`config.mk`:
```
export PLATFORM = sky130hd
export DESIGN_NAME = fletcher64_checksum_unit
export DESIGN_NICKNAME = d
export VERILOG_FILES = /design/src/rtl/f64_pkg.sv /design/src/rtl/f64_accum.sv /design/src/rtl/fletcher64_checksum_unit.sv
export SDC_FILE = /design/constraint.sdc
export NUM_CORES = 1
export LEC_CHECK = 0
export ABC_CLOCK_PERIOD_IN_PS = 38600
export BUFFER_PORTS_ARGS = -buffer_cell sky130_fd_sc_hd__buf_2
export CAP_MARGIN = 20
export CORE_MARGIN = 4
export CORE_UTILIZATION = 60
export DETAILED_ROUTE_END_ITERATION = 10
export GPL_TIMING_DRIVEN = 0
export MAX_ROUTING_LAYER = met4
export PLACE_DENSITY_LB_ADDON = 0.3
export SLEW_MARGIN = 20
export SYNTH_ARGS = -nofsm -noshare
export SYNTH_HDL_FRONTEND = slang
export SYNTH_SLANG_ARGS = --single-unit
```
`constraint.sdc`:
```
create_clock -name clock -period 38.6 [get_ports clock]
set_clock_uncertainty 0.15 [all_clocks]
set_input_delay 1.93 -clock clock [delete_from_list [all_inputs] [get_ports clock]]
set_output_delay 1.93 -clock clock [all_outputs]
set_load 0.01 [all_outputs]
```
`src/rtl/f64_pkg.sv`:
```
`timescale 1ns / 1ps
// ----------------------------------------------------------------------------
// f64_pkg
// Shared types, constants and arithmetic helpers for the fletcher-64 unit.
// ----------------------------------------------------------------------------
package f64_pkg;

   localparam int unsigned WORD_W  = 32;
   localparam int unsigned BYTE_W  = 8;
   localparam int unsigned COUNT_W = 3;
   localparam int unsigned SUM2_W  = 2 * WORD_W;

   localparam logic [WORD_W-1:0]  MOD_VALUE = {WORD_W{1'b1}};

   localparam logic [COUNT_W-1:0] COUNT_NONE  = 3'd0;
   localparam logic [COUNT_W-1:0] COUNT_ONE   = 3'd1;
   localparam logic [COUNT_W-1:0] COUNT_TWO   = 3'd2;
   localparam logic [COUNT_W-1:0] COUNT_THREE = 3'd3;

   typedef struct packed {
      logic [WORD_W-1:0]  data;
      logic [COUNT_W-1:0] count;
      logic               last;
   } beat_type;

   // partial words pack the first byte most significant, full words are taken as is
   function automatic logic [WORD_W-1:0] form_addend(input logic [WORD_W-1:0] bytes,
                                                      input logic [COUNT_W-1:0] count);
      logic [BYTE_W-1:0] b0;
      logic [BYTE_W-1:0] b1;
      logic [BYTE_W-1:0] b2;
      logic [WORD_W-1:0] addend;
      b0 = bytes[BYTE_W-1:0];
      b1 = bytes[2*BYTE_W-1:BYTE_W];
      b2 = bytes[3*BYTE_W-1:2*BYTE_W];
      case (count)
         COUNT_NONE:  addend = '0;
         COUNT_ONE:   addend = {{(WORD_W-BYTE_W){1'b0}}, b0};
         COUNT_TWO:   addend = {{(WORD_W-2*BYTE_W){1'b0}}, b0, b1};
         COUNT_THREE: addend = {{(WORD_W-3*BYTE_W){1'b0}}, b0, b1, b2};
         default:     addend = bytes;
      endcase
      return addend;
   endfunction

   // addition modulo 2^32-1 by end-around carry, all ones folded to zero
   function automatic logic [WORD_W-1:0] mod_add(input logic [WORD_W-1:0] a,
                                                  input logic [WORD_W-1:0] b);
      logic [WORD_W:0]   total;
      logic [WORD_W-1:0] folded;
      total  = {1'b0, a} + {1'b0, b};
      folded = total[WORD_W-1:0] + {{(WORD_W-1){1'b0}}, total[WORD_W]};
      return (folded == MOD_VALUE) ? '0 : folded;
   endfunction

endpackage

```
`src/rtl/f64_accum.sv`:
```
`timescale 1ns / 1ps
// ----------------------------------------------------------------------------
// f64_accum
// Holds the two running sums and works out the checksum for the current beat.
// ----------------------------------------------------------------------------
module f64_accum (
   input  logic                          clock,
   input  logic                          reset,
   input  logic                          advance,
   input  f64_pkg::beat_type             beat,
   output logic [f64_pkg::SUM2_W-1:0]    checksum
);
   import f64_pkg::*;

   logic [WORD_W-1:0] sum_low_ff;
   logic [WORD_W-1:0] sum_high_ff;
   logic [WORD_W-1:0] sum_low_in;
   logic [WORD_W-1:0] sum_high_in;
   logic [WORD_W-1:0] low_step;
   logic [WORD_W-1:0] high_step;
   logic              has_bytes;

   assign has_bytes = (beat.count != COUNT_NONE);
   assign low_step  = mod_add(sum_low_ff, form_addend(beat.data, beat.count));
   // second sum takes the freshly updated first sum
   assign high_step = mod_add(sum_high_ff, low_step);

   always_comb begin
      if (has_bytes) begin
         checksum = {high_step, low_step};
      end else begin
         checksum = {sum_high_ff, sum_low_ff};
      end
   end

   always_comb begin
      sum_low_in  = sum_low_ff;
      sum_high_in = sum_high_ff;
      if (advance) begin
         if (beat.last) begin
            sum_low_in  = '0;
            sum_high_in = '0;
         end else begin
            sum_low_in  = checksum[WORD_W-1:0];
            sum_high_in = checksum[SUM2_W-1:WORD_W];
         end
      end
   end

   always_ff @(posedge clock) begin
      if (reset) begin
         sum_low_ff  <= '0;
         sum_high_ff <= '0;
      end else begin
         sum_low_ff  <= sum_low_in;
         sum_high_ff <= sum_high_in;
      end
   end

endmodule

```
`src/rtl/fletcher64_checksum_unit.sv`:
```
`timescale 1ns / 1ps
// ----------------------------------------------------------------------------
// fletcher64_checksum_unit
// Streaming fletcher-64 checksum over beats of up to four bytes.
// ----------------------------------------------------------------------------
// Usage:
//   req_* carries one beat of message bytes (first byte in bits 7:0), the byte
//   count and a last flag. A beat is taken when req_valid is high and
//   req_stall is low. Only the last beat of a message produces a response.
//   rsp_checksum carries the second sum in bits 63:32 and the first in 31:0,
//   offered on rsp_valid and taken when rsp_stall is low.
// Timing:
//   one beat per cycle while req_stall is low. A beat is held in the input
//   register, where both modular sums are formed in a single pass; the
//   checksum of a last beat goes from there into the response register,
//   which drives rsp_valid and rsp_checksum.
// Reset:
//   synchronous; both sums clear and both registers empty.
// Stall:
//   while a checksum waits on rsp_stall, non-last beats keep flowing; a last
//   beat waits in the input register and req_stall rises until the response
//   register frees up.
// ----------------------------------------------------------------------------
module fletcher64_checksum_unit (
   input  logic                              clock,
   input  logic                              reset,
   input  logic                              req_valid,
   output logic                              req_stall,
   input  logic [f64_pkg::WORD_W-1:0]        req_data_bytes,
   input  logic [f64_pkg::COUNT_W-1:0]       req_valid_bytes,
   input  logic                              req_last,
   output logic                              rsp_valid,
   input  logic                              rsp_stall,
   output logic [f64_pkg::SUM2_W-1:0]        rsp_checksum
);
   import f64_pkg::*;

   logic              beat_valid_ff;
   logic              beat_valid_in;
   beat_type          beat_ff;
   logic              rsp_valid_ff;
   logic              rsp_valid_in;
   logic [SUM2_W-1:0] rsp_checksum_ff;
   logic [SUM2_W-1:0] checksum_next;
   logic              rsp_free;
   logic              advance;
   logic              req_take;

   assign rsp_free  = !rsp_valid_ff || !rsp_stall;
   // a non-last beat never needs the response register
   assign advance   = beat_valid_ff && (!beat_ff.last || rsp_free);
   assign req_stall = beat_valid_ff && !advance;
   assign req_take  = req_valid && !req_stall;

   f64_accum u_accum (
      .clock    (clock),
      .reset    (reset),
      .advance  (advance),
      .beat     (beat_ff),
      .checksum (checksum_next)
   );

   always_comb begin
      beat_valid_in = beat_valid_ff;
      if (req_take) begin
         beat_valid_in = 1'b1;
      end else if (advance) begin
         beat_valid_in = 1'b0;
      end
   end

   always_comb begin
      rsp_valid_in = rsp_valid_ff;
      if (advance && beat_ff.last) begin
         rsp_valid_in = 1'b1;
      end else if (!rsp_stall) begin
         rsp_valid_in = 1'b0;
      end
   end

   always_ff @(posedge clock) begin
      if (reset) begin
         beat_valid_ff <= 1'b0;
         rsp_valid_ff  <= 1'b0;
      end else begin
         beat_valid_ff <= beat_valid_in;
         rsp_valid_ff  <= rsp_valid_in;
      end
   end

   always_ff @(posedge clock) begin
      if (req_take) begin
         beat_ff.data  <= req_data_bytes;
         beat_ff.count <= req_valid_bytes;
         beat_ff.last  <= req_last;
      end
      if (advance && beat_ff.last) begin
         rsp_checksum_ff <= checksum_next;
      end
   end

   assign rsp_valid    = rsp_valid_ff;
   assign rsp_checksum = rsp_checksum_ff;

endmodule
```
---- Yosys cells after proc, flatten, opt, wreduce, memory -nomap -nowiden ----
Cells that the tools add are included.
operators by class
  reduce and logical (&&, ||, !) cells .... 14
  muxes and demuxes ....................... 10
  equality and inequality tests ........... 6
  $add $sub $neg .......................... 4
operators with widths
  operator                                                                count
  32-bit 2-to-1 mux                                                       4
  32-bit case mux with 4 select lines                                     1
  32-bit by 32-bit adder with 33-bit output                               2
  32-bit by 1-bit adder with 32-bit output                                2
  32-bit equality test (second input constant)                            2
  64-bit 2-to-1 mux                                                       1
  3-bit by 2-bit equality test with 1-bit output (second input constant)  2
  1-bit zero test                                                         5
  1-bit logical AND                                                       4
  1-bit 2-to-1 mux                                                        4
  3-bit by 1-bit equality test with 1-bit output (second input constant)  1
  3-bit zero test                                                         1
  3-bit nonzero test                                                      1
  1-bit logical OR                                                        2
  2-bit by 1-bit != test with 1-bit output (second input constant)        1
  2-bit nonzero test                                                      1
storage, ports and cells
  register bits ........................... 166

---- Depth between registers and ports, before layout ----
  word-level depth ........................ 12
  mapped depth ............................ 69
  mapped depth without buffers ............ 64

---- Modules after synthesis ----
Synthesis repeated with hierarchy kept, for this count alone.
unflattened totals
  cells, all modules ...................... 1640
  area total of the unflattened synthesis .. 13471.7 µm²
modules (own cells, without submodules)
  module                    area each (µm²)  cells each  times used  seq. area each (µm²)
  f64_accum                 10376.2          1527        1           1281.2
  fletcher64_checksum_unit  3095.5           113         1           3042.9

---- Least setup slack after synthesis ----
Ideal clock, no wire load.
  path type ............................... reg2reg
  start ................................... register beat_ff[1] (netlist name)
  end ..................................... register rsp_checksum_ff[61] (netlist: rsp_checksum[61]), data pin
  clock period less this slack ............ 13435 ps
  buffers on the path ..................... 10
  data arrival time ....................... 13022 ps
  stages on the path, launching flop included .. 66
  library setup time ...................... 263 ps
  setup slack ............................. 25165 ps
  cell sequence ........................... edfxtp_1 -> clkbuf_1 -> clkbuf_1 -> mux2i_1 -> o21ai_0 -> ha_1 -> buf_2 -> o211a_1 -> a21boi_1 -> o21ai_1 -> o2111ai_1 -> a31o_2 -> a31oi_1 -> nor2b_1 -> o21ai_0 -> nand2b_1 -> ha_1 -> ha_1 -> [30 not listed] -> o21ai_0 -> nand2b_1 -> ha_1 -> nand3_1 -> inv_1 -> nand3_1 -> or2_2 -> or4_1 -> nor2_1 -> nand3_1 -> mux2_2 -> a211oi_1 -> a41oi_1 -> xnor2_1 -> or4_4 -> nor4_4 -> buf_4 -> nor2_1
on the way
  cells in the longest elaborated chain, start to end .. 11
  elaborated cells on any way between the ends .. 15
  those cells by class .................... 4 x add/sub; 5 x eq/ne; 4 x mux; 2 x reduce/logical
RTL lines
  element                                                                 RTL line                        RTL
  start: declaration                                                      fletcher64_checksum_unit.sv:40  beat_type beat_ff;
  3-bit by 2-bit equality test with 1-bit output (tied with other cells)  f64_pkg.sv:36                   case (count)
  32-bit case mux with 4 select lines                                     f64_pkg.sv:36
  32-bit by 32-bit adder with 33-bit output                               f64_pkg.sv:51                   total = {1'b0, a} + {1'b0, b};
  32-bit by 1-bit adder with 32-bit output                                f64_pkg.sv:52                   folded = total[WORD_W-1:0] + {{(WORD_W-1){1'b0}}, total[WORD_W]};
  32-bit equality test                                                    f64_pkg.sv:53                   return (folded == MOD_VALUE) ? '0 : folded;
  32-bit 2-to-1 mux                                                       f64_pkg.sv:53
  32-bit by 32-bit adder with 33-bit output                               f64_pkg.sv:51
  32-bit by 1-bit adder with 32-bit output                                f64_pkg.sv:52
  32-bit equality test                                                    f64_pkg.sv:53
  32-bit 2-to-1 mux                                                       f64_pkg.sv:53
  64-bit 2-to-1 mux (*)                                                   f64_accum.sv:29                 if (has_bytes) begin
  named net checksum_next[61]                                             fletcher64_checksum_unit.sv:44  logic [SUM2_W-1:0] checksum_next;
  end signal: assignment                                                  fletcher64_checksum_unit.sv:98  rsp_checksum_ff <= checksum_next;
  end: declaration                                                        fletcher64_checksum_unit.sv:43  logic [SUM2_W-1:0] rsp_checksum_ff;
The timed path passes the listed nets; every way through them passes the cells marked *.
A chain may end at the register's enable or synchronous reset.

---- Worst setup path after layout ----
  start ................................... register beat_ff[1] (netlist name)
  end ..................................... register rsp_checksum_ff[43] (netlist: rsp_checksum[43]), data pin
Same word-level chain as after synthesis.

==> reports/qor_table.md <==
| Parameter | Reported | Unit |
|---|---|---|
| Crit path arrival time | 17.31 | ns |
| Netlist Area Pre-Place | 0.0126 | mm^2 |
| Die boundary width | 153 | um |
| Total leakage power | 5.56 | nW |
| Area growth from synthesis to layout | 11.6 | % |
| Post-synthesis cell type count | 90 | - |
| Antenna Cells | 0 | - |
| Run status | finished clean | - |
| Shortest clock period the worst path allows after layout | 17.28 | ns |
| Cell type contributing the most total cell area after synthesis | edfxtp_1 | - |
| Count of final max-slew check failures | 0 | - |
| Sum of overflow across all layers after global routing | 0 | - |
| Total via count in the routed design | 11,900 | - |
| Classification of the worst setup path | flop to flop | - |
| Critical path startpoint category | flop | - |
| Floorplan core area | 0.0205 | mm^2 |
| Clock sinks | 166 | - |
| Initial standard-cell utilization of the core | 0.616 | - |
| Worst slew pin tran | 1.04 | ns |
| Router iterations before antenna repair | 5 | - |
| # placed instances | 1,845 | - |
| Ranking of synthesized cells by instance count | nor2_1, nand2_1, edfxtp_1, a21oi_1 | - |
| Clock-pin transition on the worst setup and hold timing paths | 0.07 | ns |
| Number of rows in the core area | 52 | - |
| Power density of the placed cells | 33.2 | mW/mm^2 |
| Slack of the critical path | 21.32 | ns |
| WL per Instance | 19.4 | um |
| CTS tree | built | - |
| Ranking of synthesized cells by area | edfxtp_1, dfxtp_1, ha_1 | - |
| Gpl congestion | 0.951 | - |
| Detailed placer's ending HPWL | 29,000 | um |
| Count of cells resized by post-cts repair | 0 | - |
| Hold Buf Count CTS | 0 | - |
| Worst relative slew slack | 0.302 | - |
| Final cell area excluding filler cells | 0.0141 | mm^2 |
| Clock buffer count from CTS | 17 | - |
| Synth Area per Inst | 8.61 | um^2 |
| Most common cell in the synthesized netlist | nor2_1 | - |
| Number of DRC markers after the initial detailed-route iteration | 1,043 | - |
| Number of global-route vias before repair | 11,200 | - |
| Post-layout nets | 1,703 | - |
| Number of warnings issued by yosys | 0 | - |
| Number of buffers on the longest clock path | 2 | - |
| CP peak stage delay | 0.56 | ns |
| Post-route insts no fill | 1,877 | - |
| Share of the clock period used by the worst path after layout | 0.448 | - |
| Global-route wire length before repair | 57,500 | um |
| Largest net degree at the start of global routing | 35 | - |
| Number of endpoints failing setup at the final stage | 0 | - |
| Root buf cell | clkbuf_16 | - |
| Unrepaired setup endpoints after global routing | no | - |
| Cell with the most instances on the worst path | clkbuf_1 | - |
| Area post-placement | 0.0136 | mm^2 |
| Aggregate negative setup slack | 0 | ns |
| Gr usage total | 0.311 | - |
| Fraction of the yosys area taken by sequential cells | 0.342 | - |
| Critical Path Fanout Max | 10 | - |
| Total power draw | 469 | uW |
| Synth Register Bits | 166 | - |
| Number of standard cells after synthesis | 1,468 | - |
| Maxcap violations | 0 | - |
| Post-DRT Antenna Nets | 0 | - |
| Number of enable-type register cells in the synthesized netlist | 100 | - |
| Post-synth top area share | 0.238 | - |
| Via density | 6.35 | - |
| Ys async rst share | 0 | - |
| Number of ports placed on the die boundary | 106 | - |
| Buffer count from post-CTS setup fixing | 0 | - |
| Routed Wire Length | 36,400 | um |
| Insertion delay of the later-clocked pin in the worst-skew pair | 0.44 | ns |
| Critical Path Sink Type | flop | - |
| Post-Place Worst Slack | 21.64 | ns |
| Cell with the largest stage delay on the worst path | or4_1 | - |
| F_max | 57.9 | MHz |
| Antenna violations before repair | 0 | - |
| H-tree depth | 4 | - |
| Proportion of layout cells with a drive suffix above 1 | 0.126 | - |
| Count of buffers from port buffering | 105 | - |
| Vertical die dimension | 153 | um |
| Predominant post-synthesis flop cell | edfxtp_1 | - |
| Worst Hold Class | flop to flop | - |
| Endpoints failing hold | 0 | - |
| Post-synth net total | 1,577 | - |
| Worst voltage drop across the vdd grid | 0.0000272 | V |
| Worst endpoint required time | 38.63 | ns |
| Remaining design rule violation count | 0 | - |
| Die area | 0.0234 | mm^2 |
-- per-stage QoR --
stage	utilization	hold slack [ns]
4_1_cts	0.688	0.333
6_report	0.688	0.338
2_1_floorplan	-	0.293
3_5_place_dp	0.661	0.322
3_3_place_gp	0.659	0.313
5_1_grt	0.688	0.348
-- critical path, delay by kind of cell (launching register included) --
| family | cells | cell delay, ns |
|---|---|---|
| AND/OR/NAND/NOR | 24 | 6.18 |
| adder cells (fa/ha/maj) | 5 | 1.26 |
| flip-flops | 1 | 0.33 |
| multiplexers | 2 | 0.61 |
| buffers and inverters | 11 | 3.77 |
| XOR/XNOR | 2 | 0.43 |
| AO/OA/AOI/OAI | 21 | 4.25 |
-- layout make-up --
| type | count | area (um^2) |
|---|---|---|
| buffer | 68 | 312 |
| timing repair buffer | 107 | 566 |
| clock inverter | 13 | 114 |
| fill | 1691 | 6400 |
| clock buffer | 19 | 433 |
| sequential | 166 | 4320 |
| inverter | 27 | 101 |
| multi-input combinational | 1207 | 7910 |
| tap | 270 | 338 |
-- routing by layer --
layer	wire length (um)	GRT usage
met1	14500	0.376
met2	17400	0.518
met3	2820	0.0427
met4	1620	0.140
met5	0	-
-- flip-flops by register name (all words and copies together) (netlist names) --
name	flops
beat_ff	36
u_accum.sum_high_ff	32
rsp_checksum	64
u_accum.sum_low_ff	32
beat_valid_ff	1
rsp_valid	1
-- layout by cell type (no fill, tap or decap), drive strengths merged, types with 6 or more instances in the layout --
cell type,count
and4,8
o21bai,8
xor2,43
nor2b,12
a21o,21
a21boi,7
a31oi,8
nand3,50
a22oi,41
a211o,10
nand4b,6
nor2,171
o21ai,80
ha,67
nand3b,6
a21oi,88
o211ai,10
mux2i,19
nor3,30
nand4,26
mux2,7
o21a,16
nand2,164
buf,129
inv,33
nand2b,11
edfxtp,100
nor4,26
clkbuf,65
dfxtp,66
or3,15
xnor2,61
o31ai,59
a211oi,17
and2,26
or4,7
or2,9
and3,17
-- kinds of logic (layout without fill, tap and decap cells) --
logic type	Yosys count	after routing	synth area share
AOI/OAI and AO/OA	414	414	0.223
muxes	26	26	0.0219
DFF	166	166	0.342
and+or+nand+nor	594	594	0.235
xor gates and xnor gates	104	104	0.0760
adders and majority gates	69	69	0.0695
buffers and inverters	95	234	0.0327
-- report_power, final --
part           internal, mW  total (mW)  switching [mW]
combinational        0.0368       0.103          0.0663
clock                0.0843       0.164          0.0800
sequential            0.197       0.201         0.00445
total                 0.318       0.469           0.151
-- final timing paths --
path,start,to,slack (ns),cells past startpoint
max reg2reg,beat_ff[1]$_DFFE_PP_,rsp_checksum[43]$_DFFE_PP_,21.32,65
max,beat_ff[1]$_DFFE_PP_,rsp_checksum[43]$_DFFE_PP_,21.32,65
min,u_accum.sum_high_ff[0]$_SDFFE_PP0P_,u_accum.sum_high_ff[0]$_SDFFE_PP0P_,0.34,2
min reg2reg,u_accum.sum_high_ff[0]$_SDFFE_PP0P_,u_accum.sum_high_ff[0]$_SDFFE_PP0P_,0.34,2
(Power assumes the default switching activity.)
